`src/rtl/mel_pkg.sv`:
```
// ----------------------------------------------------------------------------
// mel_pkg
// Shared types, token codes and the function-name table of the expression
// lexer.
// ----------------------------------------------------------------------------
package mel_pkg;

	localparam int CHAR_W       = 8;
	localparam int KIND_W       = 6;
	localparam int NUM_W        = 31;
	localparam int NAME_COUNT   = 22;
	localparam int NAME_MAX     = 6;   // longest function name
	localparam int MAX_TOKENS   = 8;   // tokens kept per item
	localparam int TK_NAME_BASE = 11;  // code of the first table entry

	localparam logic [CHAR_W-1:0] VAR_CHAR_RST = 8'h78;  // 'x'

	// token codes
	localparam logic [KIND_W-1:0] TK_END    = 6'd0;
	localparam logic [KIND_W-1:0] TK_PLUS   = 6'd1;
	localparam logic [KIND_W-1:0] TK_MINUS  = 6'd2;
	localparam logic [KIND_W-1:0] TK_TIMES  = 6'd3;
	localparam logic [KIND_W-1:0] TK_SLASH  = 6'd4;
	localparam logic [KIND_W-1:0] TK_POWER  = 6'd5;
	localparam logic [KIND_W-1:0] TK_LPAREN = 6'd6;
	localparam logic [KIND_W-1:0] TK_RPAREN = 6'd7;
	localparam logic [KIND_W-1:0] TK_NUMBER = 6'd8;
	localparam logic [KIND_W-1:0] TK_VAR    = 6'd9;
	localparam logic [KIND_W-1:0] TK_CONST  = 6'd10;

	// names, first character in the top byte, zero padded
	localparam logic [NAME_MAX*CHAR_W-1:0] NAME_TXT [NAME_COUNT] = '{
		{"abs", 24'h0}, "arcsin", "arccos", "arctan", "arccot", "arcsec", "arccsc",
		{"cosh", 16'h0}, {"cos", 24'h0}, {"coth", 16'h0}, {"cot", 24'h0},
		{"csch", 16'h0}, {"csc", 24'h0}, {"ln", 32'h0}, {"log", 24'h0},
		{"sech", 16'h0}, {"sec", 24'h0}, {"sinh", 16'h0}, {"sin", 24'h0},
		{"sqrt", 16'h0}, {"tanh", 16'h0}, {"tan", 24'h0}
	};

	localparam int NAME_LEN [NAME_COUNT] = '{
		3, 6, 6, 6, 6, 6, 6, 4, 3, 4, 3, 4, 3, 2, 3, 4, 3, 4, 3, 4, 4, 3
	};

	typedef enum logic [2:0] {
		CL_SPACE,
		CL_OP,
		CL_NAME,
		CL_DIGIT,
		CL_OTHER
	} mel_cls_t;

	typedef struct packed {
		logic [CHAR_W-1:0] char_code;
		logic              end_of_text;
	} mel_item_t;

	typedef struct packed {
		logic [KIND_W-1:0] token_kind;
		logic [CHAR_W-1:0] constant_char;
		logic [NUM_W-1:0]  number_value;
		logic              number_overflow;
		logic              last_of_run;
	} mel_result_t;

	// one classified character
	typedef struct packed {
		logic [CHAR_W-1:0] ch;
		mel_cls_t          cls;
		logic              is_var;
	} mel_char_t;

	// front-to-back queue entry
	typedef struct packed {
		mel_char_t c;
		logic      eot;
	} mel_entry_t;

endpackage

```
`src/rtl/mel_fifo.sv`:
```
// ----------------------------------------------------------------------------
// mel_fifo
// Small register FIFO with show-ahead read.
// ----------------------------------------------------------------------------
module mel_fifo #(
	parameter int WIDTH = 8,
	parameter int DEPTH = 2
) (
	input  logic             clk,
	input  logic             arst_n,
	input  logic             wr,
	input  logic [WIDTH-1:0] wdata,
	output logic             full,
	input  logic             rd,
	output logic [WIDTH-1:0] rdata,
	output logic             empty
);

	localparam int PTR_W = $clog2(DEPTH);
	localparam int CNT_W = $clog2(DEPTH + 1);

	logic [WIDTH-1:0] mem_q [DEPTH];
	logic [PTR_W-1:0] wr_ptr_q;
	logic [PTR_W-1:0] rd_ptr_q;
	logic [CNT_W-1:0] cnt_q;
	logic             do_wr;
	logic             do_rd;

	assign full  = (cnt_q == CNT_W'(DEPTH));
	assign empty = (cnt_q == '0);
	assign do_wr = wr && !full;
	assign do_rd = rd && !empty;
	assign rdata = mem_q[rd_ptr_q];

	always_ff @(posedge clk or negedge arst_n) begin
		if (!arst_n) begin
			wr_ptr_q <= '0;
			rd_ptr_q <= '0;
			cnt_q    <= '0;
		end else begin
			if (do_wr) begin
				wr_ptr_q <= (wr_ptr_q == PTR_W'(DEPTH - 1)) ? '0 : wr_ptr_q + 1'b1;
			end
			if (do_rd) begin
				rd_ptr_q <= (rd_ptr_q == PTR_W'(DEPTH - 1)) ? '0 : rd_ptr_q + 1'b1;
			end
			cnt_q <= cnt_q + CNT_W'(do_wr) - CNT_W'(do_rd);
		end
	end

	always_ff @(posedge clk) begin
		if (do_wr) begin
			mem_q[wr_ptr_q] <= wdata;
		end
	end

endmodule

```
`src/rtl/mel_front.sv`:
```
// ----------------------------------------------------------------------------
// mel_front
// Input side: takes items, classifies the character and queues it for the
// scan engine.
// ----------------------------------------------------------------------------
module mel_front
	import mel_pkg::*;
#(
	parameter int DEPTH = 2
) (
	input  logic              clk,
	input  logic              arst_n,
	input  logic              push,
	output logic              full,
	input  mel_item_t         item,
	input  logic [CHAR_W-1:0] var_char,
	input  logic              q_pop,
	output logic              q_empty,
	output mel_entry_t        q_entry
);

	mel_entry_t ent;

	always_comb begin
		ent          = '0;
		ent.c.ch     = item.char_code;
		ent.c.is_var = (item.char_code == var_char);
		ent.eot      = item.end_of_text;
		case (item.char_code) inside
			" ", 8'h09, 8'h0A, 8'h0D:           ent.c.cls = CL_SPACE;  // tab, LF, CR
			"+", "-", "*", "/", "^", "(", ")": ent.c.cls = CL_OP;
			"a", "c", "l", "s", "t":           ent.c.cls = CL_NAME;   // can start a name
			["0":"9"]:                         ent.c.cls = CL_DIGIT;
			default:                           ent.c.cls = CL_OTHER;
		endcase
	end

	mel_fifo #(
		.WIDTH($bits(mel_entry_t)),
		.DEPTH(DEPTH)
	) u_item_q (
		.clk   (clk),
		.arst_n(arst_n),
		.wr    (push),
		.wdata (ent),
		.full  (full),
		.rd    (q_pop),
		.rdata (q_entry),
		.empty (q_empty)
	);

endmodule

```
`src/rtl/mel_engine.sv`:
```
// ----------------------------------------------------------------------------
// mel_engine
// Scan engine: one scan step per cycle unless the result queue stalls it,
// over a short buffer of pending name characters then characters to rescan.
// ----------------------------------------------------------------------------
module mel_engine
	import mel_pkg::*;
#(
	parameter int MAX_NAME_LEN = 6,
	parameter int NUMBER_BITS  = 31
) (
	input  logic        clk,
	input  logic        arst_n,
	input  logic        q_empty,
	input  mel_entry_t  q_entry,
	output logic        q_pop,
	input  logic        res_full,
	output logic        res_push,
	output mel_result_t res_data
);

	localparam int BUF_D  = MAX_NAME_LEN + 1;
	localparam int IDX_W  = $clog2(BUF_D);
	localparam int CNT_W  = $clog2(BUF_D + 1);
	localparam int TCNT_W = $clog2(MAX_TOKENS + 1);
	localparam int ACC_X  = NUMBER_BITS + 4;
	localparam logic [NUMBER_BITS-1:0] NUM_MAX = '1;

	// state
	mel_char_t               sbuf_q [BUF_D];
	logic [CNT_W-1:0]        len_q;
	logic [CNT_W-1:0]        pend_q;
	logic                    in_num_q;
	logic                    sat_q;
	logic [NUMBER_BITS-1:0]  acc_q;
	logic                    act_q;
	logic                    eot_q;
	logic                    hold_vld_q;
	mel_result_t             hold_q;
	logic [TCNT_W-1:0]       tok_cnt_q;

	// step logic
	logic                    have_c;
	mel_char_t               cur;
	logic [CNT_W-1:0]        m_len;
	logic [NAME_MAX-1:0]     eq [NAME_COUNT];
	logic [NAME_COUNT-1:0]   pre_ok;
	logic [NAME_COUNT-1:0]   longer;
	logic [NAME_COUNT-1:0]   head;
	logic [NAME_MAX:0]       hit_len;
	logic [KIND_W-1:0]       code_len [NAME_MAX+1];
	logic                    best_hit;
	logic [CNT_W-1:0]        best_len;
	logic [KIND_W-1:0]       best_code;
	mel_result_t             rs_tok;
	logic [CNT_W-1:0]        rs_start;
	mel_result_t             num_tok;
	logic [ACC_X-1:0]        acc10;
	logic                    sat_hit;
	logic                    finish;
	logic                    load;
	logic                    tok_vld;
	mel_result_t             tok;
	logic                    keep;
	logic                    push_c;
	logic                    stall;
	logic [CNT_W-1:0]        drop;
	logic [CNT_W-1:0]        pend_n;
	logic [CNT_W-1:0]        len_n;
	logic                    in_num_n;
	logic                    sat_n;
	logic [NUMBER_BITS-1:0]  acc_n;
	logic                    eot_n;
	logic                    act_n;
	mel_char_t               sbuf_n [BUF_D];

	function automatic logic [KIND_W-1:0] op_kind(input logic [CHAR_W-1:0] c);
		case (c)
			"+":     op_kind = TK_PLUS;
			"-":     op_kind = TK_MINUS;
			"*":     op_kind = TK_TIMES;
			"/":     op_kind = TK_SLASH;
			"^":     op_kind = TK_POWER;
			"(":     op_kind = TK_LPAREN;
			")":     op_kind = TK_RPAREN;
			default: op_kind = TK_END;
		endcase
	endfunction

	assign have_c = (pend_q < len_q);
	assign cur    = sbuf_q[pend_q[IDX_W-1:0]];
	// scanned length: pending chars plus the next one when there is one
	assign m_len  = (have_c && pend_q < CNT_W'(MAX_NAME_LEN)) ? pend_q + 1'b1 : pend_q;

	// name table compare against the buffer head
	always_comb begin
		logic pre_all;
		logic head_all;
		for (int i = 0; i < NAME_COUNT; i++) begin
			for (int k = 0; k < NAME_MAX; k++) begin
				eq[i][k] = (sbuf_q[k].ch ==
					NAME_TXT[i][CHAR_W*(NAME_MAX-1-k) +: CHAR_W]);
			end
		end
		for (int i = 0; i < NAME_COUNT; i++) begin
			pre_all  = 1'b1;
			head_all = 1'b1;
			for (int k = 0; k < NAME_MAX; k++) begin
				if (CNT_W'(k) < m_len && !eq[i][k]) pre_all = 1'b0;
				if (k < NAME_LEN[i] && !eq[i][k]) head_all = 1'b0;
			end
			pre_ok[i] = pre_all && (CNT_W'(NAME_LEN[i]) >= m_len);
			longer[i] = pre_all && (CNT_W'(NAME_LEN[i]) > m_len);
			head[i]   = head_all && (CNT_W'(NAME_LEN[i]) <= m_len);
		end
	end

	// longest complete name at the head; at most one hit per length
	always_comb begin
		hit_len = '0;
		for (int j = 0; j <= NAME_MAX; j++) code_len[j] = '0;
		for (int i = 0; i < NAME_COUNT; i++) begin
			if (head[i]) begin
				hit_len[NAME_LEN[i]]  = 1'b1;
				code_len[NAME_LEN[i]] = code_len[NAME_LEN[i]] | KIND_W'(TK_NAME_BASE + i);
			end
		end
		best_hit  = 1'b0;
		best_len  = '0;
		best_code = '0;
		for (int j = 1; j <= NAME_MAX; j++) begin
			if (hit_len[j]) begin
				best_hit  = 1'b1;
				best_len  = CNT_W'(j);
				best_code = code_len[j];
			end
		end
	end

	// failed name: longest head name, else first char as a single
	always_comb begin
		rs_tok = '0;
		if (best_hit) begin
			rs_tok.token_kind = best_code;
			rs_start          = best_len;
		end else begin
			if (sbuf_q[0].is_var) begin
				rs_tok.token_kind = TK_VAR;
			end else begin
				rs_tok.token_kind    = TK_CONST;
				rs_tok.constant_char = sbuf_q[0].ch;
			end
			rs_start = CNT_W'(1);
		end
	end

	always_comb begin
		num_tok                 = '0;
		num_tok.token_kind      = TK_NUMBER;
		num_tok.number_value    = NUM_W'(acc_q);
		num_tok.number_overflow = sat_q;
	end

	// acc*10 + digit, saturating
	assign acc10   = (ACC_X'(acc_q) << 3) + (ACC_X'(acc_q) << 1) + ACC_X'(cur.ch[3:0]);
	assign sat_hit = (acc10 > ACC_X'(NUM_MAX));

	assign finish  = act_q && !have_c && !eot_q;
	assign load    = (!act_q || finish) && !q_empty;

	always_comb begin
		tok_vld  = 1'b0;
		tok      = '0;
		drop     = '0;
		pend_n   = pend_q;
		in_num_n = in_num_q;
		acc_n    = acc_q;
		sat_n    = sat_q;
		eot_n    = eot_q;
		act_n    = act_q;
		if (act_q && !finish) begin
			if (have_c) begin
				if (in_num_q) begin
					if (cur.cls == CL_DIGIT) begin
						drop = CNT_W'(1);
						if (sat_hit) begin
							acc_n = NUM_MAX;
							sat_n = 1'b1;
						end else begin
							acc_n = acc10[NUMBER_BITS-1:0];
						end
					end else begin
						tok_vld  = 1'b1;
						tok      = num_tok;
						in_num_n = 1'b0;
						acc_n    = '0;
						sat_n    = 1'b0;
					end
				end else if (pend_q != '0) begin
					if (pend_q >= CNT_W'(MAX_NAME_LEN) || !(|pre_ok)) begin
						tok_vld = 1'b1;
						tok     = rs_tok;
						drop    = rs_start;
						pend_n  = '0;
					end else if (best_hit && best_len == m_len && !(|longer)) begin
						tok_vld        = 1'b1;
						tok.token_kind = best_code;
						drop           = m_len;
						pend_n         = '0;
					end else begin
						pend_n = m_len;
					end
				end else begin
					case (cur.cls)
						CL_SPACE: begin
							drop = CNT_W'(1);
						end
						CL_OP: begin
							tok_vld        = 1'b1;
							tok.token_kind = op_kind(cur.ch);
							drop           = CNT_W'(1);
						end
						CL_NAME: begin
							pend_n = CNT_W'(1);
						end
						CL_DIGIT: begin
							in_num_n = 1'b1;
							acc_n    = NUMBER_BITS'(cur.ch[3:0]);
							sat_n    = 1'b0;
							drop     = CNT_W'(1);
						end
						default: begin
							tok_vld = 1'b1;
							if (cur.is_var) begin
								tok.token_kind = TK_VAR;
							end else begin
								tok.token_kind    = TK_CONST;
								tok.constant_char = cur.ch;
							end
							drop = CNT_W'(1);
						end
					endcase
				end
			end else if (pend_q != '0) begin
				// end of text, flush pending name chars
				tok_vld = 1'b1;
				tok     = rs_tok;
				drop    = rs_start;
				pend_n  = '0;
			end else if (in_num_q) begin
				tok_vld  = 1'b1;
				tok      = num_tok;
				in_num_n = 1'b0;
				acc_n    = '0;
				sat_n    = 1'b0;
			end else begin
				tok_vld        = 1'b1;
				tok.token_kind = TK_END;
				eot_n          = 1'b0;
			end
		end
		if (finish) act_n = 1'b0;
		if (load) begin
			act_n = 1'b1;
			eot_n = q_entry.eot;
		end
	end

	// buffer: drop consumed chars from the head, append a loaded char
	always_comb begin
		for (int k = 0; k < BUF_D; k++) begin
			if (k + int'(drop) < BUF_D) begin
				sbuf_n[k] = sbuf_q[IDX_W'(k + int'(drop))];
			end else begin
				sbuf_n[k] = sbuf_q[k];
			end
		end
		len_n = len_q - drop;
		if (load && !q_entry.eot) begin
			sbuf_n[len_q[IDX_W-1:0]] = q_entry.c;
			len_n                    = len_q + 1'b1;
		end
	end

	// one token is held back until the next one or the end of the item
	assign keep     = tok_vld && (tok_cnt_q < TCNT_W'(MAX_TOKENS));
	assign push_c   = hold_vld_q && (keep || finish);
	assign stall    = push_c && res_full;
	assign res_push = push_c && !res_full;
	assign q_pop    = load && !stall;

	always_comb begin
		res_data             = hold_q;
		res_data.last_of_run = finish;
	end

	always_ff @(posedge clk or negedge arst_n) begin
		if (!arst_n) begin
			for (int k = 0; k < BUF_D; k++) sbuf_q[k] <= '0;
			len_q      <= '0;
			pend_q     <= '0;
			in_num_q   <= 1'b0;
			sat_q      <= 1'b0;
			acc_q      <= '0;
			act_q      <= 1'b0;
			eot_q      <= 1'b0;
			hold_vld_q <= 1'b0;
			hold_q     <= '0;
			tok_cnt_q  <= '0;
		end else if (!stall) begin
			for (int k = 0; k < BUF_D; k++) sbuf_q[k] <= sbuf_n[k];
			len_q    <= len_n;
			pend_q   <= pend_n;
			in_num_q <= in_num_n;
			sat_q    <= sat_n;
			acc_q    <= acc_n;
			act_q    <= act_n;
			eot_q    <= eot_n;
			if (keep) begin
				hold_q     <= tok;
				hold_vld_q <= 1'b1;
				tok_cnt_q  <= tok_cnt_q + 1'b1;
			end else if (finish) begin
				hold_vld_q <= 1'b0;
				tok_cnt_q  <= '0;
			end
		end
	end

`ifndef ASSERT_OFF
	a_pend_in_buf: assert property (@(posedge clk) disable iff (!arst_n)
		pend_q <= len_q)
		else $error("pending count beyond buffer fill");

	a_num_no_pend: assert property (@(posedge clk) disable iff (!arst_n)
		in_num_q |-> (pend_q == '0))
		else $error("digit run while name chars pending");

	a_buf_bound: assert property (@(posedge clk) disable iff (!arst_n)
		len_q <= CNT_W'(MAX_NAME_LEN))
		else $error("scan buffer overfilled");

	a_hold_in_item: assert property (@(posedge clk) disable iff (!arst_n)
		hold_vld_q |-> act_q)
		else $error("held token outside an item");

	a_finish_drains: assert property (@(posedge clk) disable iff (!arst_n)
		(finish && !stall) |=> !hold_vld_q)
		else $error("held token left after item end");
`endif

endmodule

```
`src/rtl/math_expression_lexer_unit.sv`:
```
// ----------------------------------------------------------------------------
// math_expression_lexer_unit
// Streaming tokenizer for math expressions. Items carry one character, or
// an end-of-text mark; each item yields zero or more tokens, the last of
// them flagged with last_of_run. Whitespace is skipped, + - * / ^ ( ) give
// operator tokens, digit runs give one saturating number token, function
// names (abs, arc functions, trig and hyperbolic functions, ln, log, sqrt)
// match longest first, the character in variable_char gives a variable
// token and anything else a constant token. A number, or a name that a longer
// name could continue, is only given out once the following character closes
// it, so it comes out with a later item. End of text flushes what is pending,
// then gives the end token. The engine runs one step per cycle unless a full
// result queue stalls it; a step takes in one character, gives one token, or
// both. A plain character is first pulled into the scan buffer (overlapped
// with delivery of the previous item's last token), then scanned in a step.
// A number token is given before the character closing it is scanned; a
// failed name gives its fallback token, then rescans the rest. The item and
// result queues let the input side and the result side stall apart from the
// engine. The variable_char register is written through the cfg channel,
// always ready; the user must write it only while the block is idle, which
// the block itself does not enforce.
// ----------------------------------------------------------------------------
module math_expression_lexer_unit
	import mel_pkg::*;
#(
	parameter int MAX_NAME_LEN       = 6,   // scan buffer holds this plus one
	parameter int NUMBER_BITS        = 31,  // saturation point 2^NUMBER_BITS-1
	parameter int ITEM_QUEUE_DEPTH   = 2,
	parameter int RESULT_QUEUE_DEPTH = 4
) (
	input  logic              clk,
	input  logic              arst_n,
	// input items
	input  logic              push,
	output logic              full,
	input  mel_item_t         item,
	// result items
	output logic              empty,
	input  logic              pop,
	output mel_result_t       result,
	// variable_char register write
	input  logic              cfg_valid,
	output logic              cfg_ready,
	input  logic [CHAR_W-1:0] cfg_data
);

	logic [CHAR_W-1:0] var_char_q;
	logic              q_pop;
	logic              q_empty;
	mel_entry_t        q_entry;
	logic              res_push;
	logic              res_full;
	mel_result_t       res_data;

	// config register, written any cycle
	assign cfg_ready = 1'b1;

	always_ff @(posedge clk or negedge arst_n) begin
		if (!arst_n) begin
			var_char_q <= VAR_CHAR_RST;
		end else if (cfg_valid && cfg_ready) begin
			var_char_q <= cfg_data;
		end
	end

	// front: accept and classify, queue for the engine
	mel_front #(
		.DEPTH(ITEM_QUEUE_DEPTH)
	) u_front (
		.clk     (clk),
		.arst_n  (arst_n),
		.push    (push),
		.full    (full),
		.item    (item),
		.var_char(var_char_q),
		.q_pop   (q_pop),
		.q_empty (q_empty),
		.q_entry (q_entry)
	);

	// back: scan engine
	mel_engine #(
		.MAX_NAME_LEN(MAX_NAME_LEN),
		.NUMBER_BITS (NUMBER_BITS)
	) u_engine (
		.clk     (clk),
		.arst_n  (arst_n),
		.q_empty (q_empty),
		.q_entry (q_entry),
		.q_pop   (q_pop),
		.res_full(res_full),
		.res_push(res_push),
		.res_data(res_data)
	);

	// result queue, head is the oldest token
	mel_fifo #(
		.WIDTH($bits(mel_result_t)),
		.DEPTH(RESULT_QUEUE_DEPTH)
	) u_res_q (
		.clk   (clk),
		.arst_n(arst_n),
		.wr    (res_push),
		.wdata (res_data),
		.full  (res_full),
		.rd    (pop),
		.rdata (result),
		.empty (empty)
	);

endmodule
```
`config.mk`:
```
export PLATFORM = sky130hd
export DESIGN_NAME = math_expression_lexer_unit
export DESIGN_NICKNAME = d
export VERILOG_FILES = /design/src/rtl/mel_pkg.sv /design/src/rtl/mel_fifo.sv /design/src/rtl/mel_front.sv /design/src/rtl/mel_engine.sv /design/src/rtl/math_expression_lexer_unit.sv
export SDC_FILE = /design/constraint.sdc
export NUM_CORES = 1
export LEC_CHECK = 0
export BUFFER_PORTS_ARGS = -buffer_cell sky130_fd_sc_hd__buf_4
export CAP_MARGIN = 10
export CORE_AREA = 5 5 243 245
export DETAILED_ROUTE_END_ITERATION = 12
export DIE_AREA = 0 0 248 250
export GPL_TIMING_DRIVEN = 0
export PLACE_DENSITY = 0.63
export SLEW_MARGIN = 20
export SYNTH_ARGS = -nofsm -noshare
export SYNTH_HDL_FRONTEND = slang
export SYNTH_SLANG_ARGS = --single-unit
export TNS_END_PERCENT = 10
```
`constraint.sdc`:
```
create_clock -name clk -period 6.7 [get_ports clk]
set_clock_uncertainty 0.05 [all_clocks]
set_input_delay 1.005 -clock clk [delete_from_list [all_inputs] [get_ports clk]]
set_output_delay 1.005 -clock clk [all_outputs]
set_load 0.05 [all_outputs]
```
# --- Word-level counts from Yosys, hierarchy flattened ---
# Memories as Yosys holds them, arrays and structs flattened.
# Index checks and enable logic that the tools add are counted.
classes:
  n_lt_le_gt_ge: 42
  reduce_logical: 204
  bitwise: 10
  muxes: 316
  addsub: 20
  eq_ne: 72
op_table:
  columns: ["operator", "count"]
  rows:
  - ["== test 8 x 7 -> 1 bit, second input constant", 40]
  - ["binary-select mux 12 bit (select 3 bit)", 8]
  - ["2-to-1 mux 12 bit", 24]
  - ["2-to-1 mux 31 bit", 8]
  - ["2-to-1 mux 1 bit", 197]
  - ["less-than comparator 32 x 4 -> 1 bit, second input constant", 6]
  - ["2-to-1 mux 47 bit", 4]
  - ["logical AND 1 bit", 122]
  - ["== test 8 x 6 -> 1 bit, second input constant", 13]
  - ["2-to-1 mux 5 bit", 17]
  - ["bitwise mux 84 bit", 1]
  - ["2-to-1 mux 84 bit", 1]
  - ["2-to-1 mux 3 bit", 23]
  - ["2-to-1 mux 33 bit", 2]
  - ["zero test 1 bit", 49]
  - ["2-to-1 mux 45 bit", 1]
  - ["OR reduction 22 bit", 2]
  - ["2-to-1 mux 6 bit", 7]
  - ["2-to-1 mux 41 bit", 1]
  - ["demux 12 bit (select 3 bit)", 1]
  - ["adder 34 x 32 -> 35 bit", 1]
  - ["adder 35 x 4 -> 35 bit", 1]
  - ["greater-than comparator 35 x 31 -> 1 bit, second input constant", 1]
  - ["zero test 8 bit", 4]
  - ["other kinds (63)", 130]
word_totals:
  output_inout_bits: 50
  ramBits: 214
  memories: 2
  wordCells: 707
  inputBits: 22
  regBits: 195
mem_list:
  columns: ["memory", "depth", "width", "rd", "rd_clocked_by_memory_dff", "wr", "line_no", "rtl"]
  rows:
  - ["u_res_q.mem_q", 4, 47, 1, 0, 1, "mel_fifo.sv:22", "logic [WIDTH-1:0] mem_q [DEPTH];"]
  - ["u_front.u_item_q.mem_q", 2, 13, 1, 0, 1, "mel_fifo.sv:22", null]

# --- Longest topological paths before layout ---
# Gate-level depths: netlist of the first run.
depth:
  depth_word: 33
  mapped_depth: 28
  depth_no_buf: 22

# --- By module ---
# Synthesis of the first run repeated with hierarchy kept, for this count alone.
hier_totals:
  cells_unflattened: 2331
  hier_area_um2: 24915.1
modules_own_cells:
  columns: ["mod", "area_each_um2", "instances", "cells_per_inst"]
  rows:
  - ["mel_engine", 15860.2, 1, 1927]
  - ["mel_fifo at u_res_q", 7240.7, 1, 285]
  - ["mel_fifo at u_front.u_item_q", 1138.6, 1, 58]
  - ["math_expression_lexer_unit", 347.8, 1, 19]
  - ["mel_front", 327.8, 1, 42]

# --- Worst setup path before layout of the first run ---
# Ideal clock, no wire load.
synth_path:
  path_type: "register to register"
  startpoint: "register u_engine.len_q[2]"
  endpoint: "register, netlist name u_engine.sbuf_q[14]"
  t_arrival_ns: 5.646
  required_time_ns: 6.522
  slack_ns: 0.877
  path_stages_with_launch: 28
  setup_time_ns: 0.128
  path_cell_list: "dfrtp_1 > clkbuf_1 > inv_1 > ha_1 > nand2_1 > o21ai_4 > a211oi_1 > o32ai_1 > a221oi_1 > nor4_2 > nor2_1 > o31ai_4 > a211o_4 > nand2_4 > inv_4 > buf_6 > buf_6 > buf_4 > ha_1 > inv_1 > ha_1 > buf_1 > clkinv_1 > a31oi_1 > o211ai_1 > clkbuf_1 > a222oi_1 > nand2_1"
synth_between:
  elab_chain_cells: 33
  word_cells_on_any_way: 291
synth_rtl:
  columns: ["element", "line_no", "rtl"]
  rows:
  - ["start: declaration", "mel_engine.sv:31", "logic [CNT_W-1:0] len_q;"]
  - ["start signal: assignment", "mel_engine.sv:312", "len_q <= len_n;"]
  - ["branches (longest 33 deep; another with less-than comparator 3 bit)", null, null]
# Parallel ways; which one is timed is not known. The select of a mux whose other input is x is not followed.
# A chain may end at the register's enable or synchronous reset.

# --- Worst setup path in the final report of the first run ---
layout_path:
  startpoint: "register u_engine.len_q[2]"
  endpoint: "register, netlist name u_engine.sbuf_q[66]"
layout_between:
  elab_chain_cells: 33
  word_cells_on_any_way: 291
layout_rtl:
  columns: ["element"]
  rows:
  - ["branches (longest 33 deep; another with less-than comparator 3 bit)"]
# Parallel ways; which one is timed is not known. The select of a mux whose other input is x is not followed.

==> flow_summary.json, run 1 <==
{
  "tritoncts": "built",
  "n_antenna_cell": 0,
  "synth_top_cell_by_area": "edfxtp_1",
  "postSynthAreaPerCell_um2": 10.56,
  "clock-sinks": 409,
  "antenna_found_initial": 1,
  "core_area_um2": 56920,
  "drv_cap": 0,
  "first_pass_iters": 7,
  "synth.most_common_cell": "nand2_1",
  "fmax_ghz": 0.1507,
  "synth-edff-count": 214,
  "async_flop_share": 0.4768,
  "ys_seq_area_frac": 0.4511,
  "timing.hold.ws_ns": 0.1867,
  "hold_viol": 0,
  "io_pins": 72,
  "cp.required_ns": 7.07,
  "final_nets": 2627,
  "max_slew_margin": 0.2608,
  "ys_ff_latch": 409,
  "clockBufferDepth": 3,
  "cp_num_buf_inv": 7,
  "cts_buffers": 46,
  "synth_top_cell_area_share": 0.2563,
  "synth-warning-count": 0,
  "hold_buffers": 0,
  "post-route-util": 0.5057,
  "grt_pass1_wl_um": 136100,
  "grt_max_degree": 93,
  "synthCells": 2374,
  "max_stage_delay_ns": 0.73,
  "wl_per_cell_um": 27.66,
  "cts_root_buf": "clkbuf_16",
  "syn_area_um2": 25070,
  "crit_type": "reg -> reg",
  "vias_per_cell": 6.361,
  "setup_viol": 0,
  "drt-initial-drc-count": 2297,
  "cp-start-kind": "register",
  "fin_crit_sh": 0.9904,
  "ant_nets": 0,
  "port_buffers": 69,
  "htree_levels": 2,
  "drive_above_1_share": 0.1862,
  "synth_area_leaders": "edfxtp_1 (26%), dfrtp_1 (19%), mux4_2 (7.3%)",
  "outcome": "completed",
  "cp_cell_sequence": "inv_2 > ha_1 > a21oi_4 > o21ai_4 > buf_4 > o41ai_4 > buf_4 > nand2_2 > a221oi_4 > nor3_1 > a21oi_2 > o31ai_4 > a211o_4 > nand2_4 > clkbuf_4 > buf_4 > ha_4 > clkinv_2 > nor2_1 > clkbuf_2 > nand3_1 > o311ai_0 > a222oi_1 > o21ai_2",
  "fin_area_um2": 28790,
  "report.final.slew_viol_count": 0,
  "routed_wl_um": 91740,
  "cp-end-kind": "register",
  "vias": 21090,
  "syn_nets": 2488,
  "critical_path_peak_fanout": 12,
  "grt_overflow": 0,
  "die_x_um": 248,
  "crit_top_cell": "buf_4",
  "cp_slowest_cell": "a222oi_1",
  "yosysUniqueCellTypes": 108,
  "tightest_slew_ns": 1.105,
  "worstPathArrival_ns": 7.01,
  "drcViolationCount": 0,
  "grt_pass1_vias": 21070,
  "hold_class": "in -> async",
  "crit_family": "compound AO/OA/AOI/OAI gates",
  "area_delta_synth_final_pct": 14.81,
  "path_clk_slew_ns": 0.06,
  "grt_usage": 0.2907,
  "fin_tns_setup_ns": 0,
  "synth_common_cells": "nand2_1 (285), edfxtp_1 (214), dfrtp_1 (191)",
  "nFillCells": 5149,
  "dieArea_um2": 62000,
  "place.gp.congestion": 0.9976,
  "period_needed_ns": 6.636,
  "fp.dieH_um": 250,
  "clk_latency_ns": 0.61,
  "start_util": 0.4405,
  "ys.flop_type": "edfxtp_1",
  "place_hpwl_um": 69060,
  "rows": 88,
  "dpl_cell_area_um2": 26760
}
placed cells by master (no fill, tap or decap), drive strengths merged, types with 81 or more instances in the layout:
| cell type | n |
|---|---|
| buf | 163 |
| nand2 | 287 |
| ha | 88 |
| clkbuf | 141 |
| edfxtp | 214 |
| o21ai | 198 |
| a21oi | 108 |
| dfrtp | 191 |
| nor2 | 148 |
| mux4 | 81 |
sequential cells by signal (all words and copies together), names as in the netlist, 3 cells and up:
register                cells
u_res_q.mem_q             188
u_engine.sbuf_q            84
u_engine.res_data          46
u_engine.acc_q             31
u_front.u_item_q.mem_q     26
var_char_q                  8
u_engine.tok_cnt_q          4
u_engine.len_q              3
u_engine.pend_q             3
u_res_q.cnt_q               3
timing repair:
item | in CTS | in global routing
pin swaps | 8 | 10
setup endpoints to repair | 81 | 95
gates resized for setup | 49 | 49
setup buffers | 9 | 10
metal layers:
metal | vias to the layer above | routed length, um | track usage
met5 | - | 17 | 0
met3 | 281 | 6964 | 0.05633
li1 | 9385 | - | -
met4 | 2 | 5934 | 0.1622
met1 | 10420 | 35420 | 0.3622
met2 | 1008 | 43400 | 0.4741
per-stage QoR:
step           setup slack, ns  instances
3_5_place_dp            -1.946       3215
5_1_grt               -0.01156       3316
3_3_place_gp            -2.394       3208
2_1_floorplan           0.8765       2374
4_1_cts                -0.2177       3308
6_report               0.06413       3316
final timing paths:
check / slack [ns] / from / cells past startpoint / to
max: 0.06 / u_engine.len_q[2] / 24 / u_engine.sbuf_q[66]
min: 0.19 / arst_n / 1 / u_engine.acc_q[18]
max reg2reg: 0.06 / u_engine.len_q[2] / 24 / u_engine.sbuf_q[66]
min reg2reg: 0.45 / u_front.u_item_q.cnt_q[1] / 1 / u_front.u_item_q.cnt_q[1]
max in group asynchronous: 5.63 / arst_n / 2 / u_engine.len_q[1]
min in group clk: 0.45 / u_front.u_item_q.cnt_q[1] / 1 / u_front.u_item_q.cnt_q[1]
logic make-up after synthesis:
family | after synthesis | synth area share
DFF | 409 | 0.4511
buffers and inverters | 235 | 0.04132
adders and majority gates | 92 | 0.04711
other | 1 | 0.0001496
xor gates and xnor gates | 45 | 0.01647
and+or+nand+nor | 759 | 0.1515
muxes | 174 | 0.1117
AOI/OAI and AO/OA | 659 | 0.1806
cell type report:
class,instances,area [um^2],area share
clock buffer,51,1180,0.04099
timing repair buffer,95,840.8,0.02921
tap,765,957.2,0.03325
sequential,409,11310,0.3930
clock inverter,35,340.3,0.01182
multi-input combinational,1730,13080,0.4543
inverter,73,282.8,0.009823
buffer,158,795.8,0.02764
Power of run 1 is not shown: default switching activity piles up to over one toggle a cycle in this logic, so the estimate is an artifact.
==> inputs of run 2 (changes only) <==
--- a/config.mk
+++ b/config.mk
@@ -7,11 +7,13 @@
 export LEC_CHECK = 0
 export BUFFER_PORTS_ARGS = -buffer_cell sky130_fd_sc_hd__buf_4
 export CAP_MARGIN = 10
-export CORE_AREA = 5 5 243 245
+export CELL_PAD_IN_SITES_DETAIL_PLACEMENT = 0
+export CELL_PAD_IN_SITES_GLOBAL_PLACEMENT = 2
+export CORE_AREA = 5 5 248 250
 export DETAILED_ROUTE_END_ITERATION = 12
-export DIE_AREA = 0 0 248 250
+export DIE_AREA = 0 0 253 255
 export GPL_TIMING_DRIVEN = 0
-export PLACE_DENSITY = 0.63
+export PLACE_DENSITY = 0.84
 export SLEW_MARGIN = 20
 export SYNTH_ARGS = -nofsm -noshare
 export SYNTH_HDL_FRONTEND = slang
==> constraint.sdc (replaced) <==
create_clock -name clk -period 7.5 [get_ports clk]
set_clock_uncertainty 0.05 [all_clocks]
set_input_delay 1.125 -clock clk [delete_from_list [all_inputs] [get_ports clk]]
set_output_delay 1.125 -clock clk [all_outputs]
set_load 0.05 [all_outputs]
==> flow_summary.json, run 2 (synthesis results as in run 1) <==
{
  "htree_levels": 2,
  "start_util": 0.4265,
  "critical_path_peak_fanout": 12,
  "dieArea_um2": 64520,
  "cp-end-kind": "register",
  "vias": 20950,
  "grt_max_degree": 96,
  "port_buffers": 69,
  "clk_latency_ns": 0.61,
  "routed_wl_um": 90770,
  "drv_cap": 0,
  "period_needed_ns": 7.372,
  "report.final.slew_viol_count": 0,
  "grt_overflow": 0,
  "timing.hold.ws_ns": 0.3565,
  "path_clk_slew_ns": 0.06,
  "worstPathArrival_ns": 7.74,
  "final_common_cell": "nand2_1",
  "area_delta_synth_final_pct": 12.98,
  "antenna_found_initial": 1,
  "fmax_ghz": 0.1357,
  "drt-initial-drc-count": 2339,
  "hold_class": "in -> async",
  "cts_root_buf": "clkbuf_16",
  "fin_crit_sh": 0.9829,
  "core_area_um2": 58800,
  "drive_above_1_share": 0.1610,
  "place.gp.congestion": 1.014,
  "tritoncts": "built",
  "rsz0062_at_grt": "true",
  "largest_reg_flops": 188,
  "dp.cells": 3223,
  "drcViolationCount": 0,
  "stdcell_count": 3307,
  "setup_viol": 0,
  "fp.dieH_um": 255,
  "first_pass_iters": 8,
  "grt_pass1_wl_um": 135500,
  "place_hpwl_um": 69490,
  "rows": 89,
  "regMostFlops": "u_res_q.mem_q",
  "wl_per_cell_um": 27.45,
  "setup_ws_ns": 0.1283,
  "grt_pass1_vias": 21080,
  "io_pins": 72,
  "cp.required_ns": 7.87,
  "cp-start-kind": "register",
  "post-place-ws_ns": -0.7556,
  "n_antenna_cell": 0,
  "clock-sinks": 409,
  "outcome": "completed",
  "grt_usage": 0.2770,
  "crit_type": "reg -> reg",
  "vias_per_cell": 6.336,
  "die_x_um": 253,
  "clockBufferDepth": 3,
  "cts_buffers": 46,
  "hold_viol": 0,
  "ant_nets": 0,
  "final_nets": 2612,
  "tightest_slew_ns": 1.181,
  "max_slew_margin": 0.2112,
  "layout_common_cells": "nand2_1 (285), edfxtp_1 (214), dfrtp_1 (191)"
}
==> run 2: cell type report <==
class / count / area [um^2]
Inverter: 73 / 279.0
Tap cell: 773 / 967.2
Sequential cell: 409 / 11310
Clock buffer: 62 / 1251
Fill cell: 5447 / 30470
Clock inverter: 22 / 230.2
Multi-Input combinational cell: 1730 / 12810
Buffer: 160 / 764.5
Timing Repair Buffer: 78 / 713.2
==> run 2: final timing paths <==
path	startpoint	endpoint	slack, ns	cells past startpoint
max	u_engine.pend_q[0]	u_engine.sbuf_q[64]	0.13	20
min	arst_n	var_char_q[1]	0.36	1
max reg2reg	u_engine.pend_q[0]	u_engine.sbuf_q[64]	0.13	20
min reg2reg	u_engine.tok_cnt_q[3]	u_engine.tok_cnt_q[3]	0.46	2
max in group asynchronous	arst_n	u_engine.acc_q[25]	6.16	2
min in group clk	u_engine.tok_cnt_q[3]	u_engine.tok_cnt_q[3]	0.46	2
==> run 2: worst max-delay path, stage by stage (launching register included) <==
cell and delay, ns:
dfrtp_1 0.40, buf_2 0.35, inv_2 0.23, ha_1 0.44, inv_1 0.17, o21ai_0 0.11
a211oi_1 0.48, nor2_1 0.20, a221oi_1 0.51, nor4_2 0.12, o221ai_1 0.40, o21ai_1 0.17
a211o_4 0.39, nand2_4 0.15, buf_2 0.33, clkbuf_2 0.44, ha_2 0.42, clkbuf_1 0.55
clkbuf_1 0.58, o21ai_0 0.19, a221o_1 0.44
==> run 2: per-layer routing <==
metal / track usage / vias up / wire length (um) / part of all wire
li1: - / 9348 / - / -
met3: 0.06188 / 268 / 7140 / 0.079
met2: 0.4569 / 995 / 42960 / 0.47
met4: 0.1387 / 0 / 5235 / 0.058
met5: 0 / - / 0 / 0
met1: 0.3459 / 10340 / 35430 / 0.39
==> run 2: metrics by stage <==
stage                     utilization  instance area [um^2]   TNS, ns
final                          0.4818                 28330         0
after global routing           0.4818                 28330  -0.03140
after CTS                      0.4810                 28280         0
after detailed placement       0.4554                 26770    -26.54
after global placement         0.4517                 26560    -48.76
after floorplan                     -                 25070         0
==> run 2: repair_timing <==
| item | in CTS | in global routing |
|---|---|---|
| buffers inserted | 0 | 2 |
| resized for setup | 10 | 15 |
| setup endpoints to repair | 63 | 63 |
| hold buffers | 0 | 0 |
| pin swaps | 1 | 2 |
Power of run 2 is left out for the same reason.
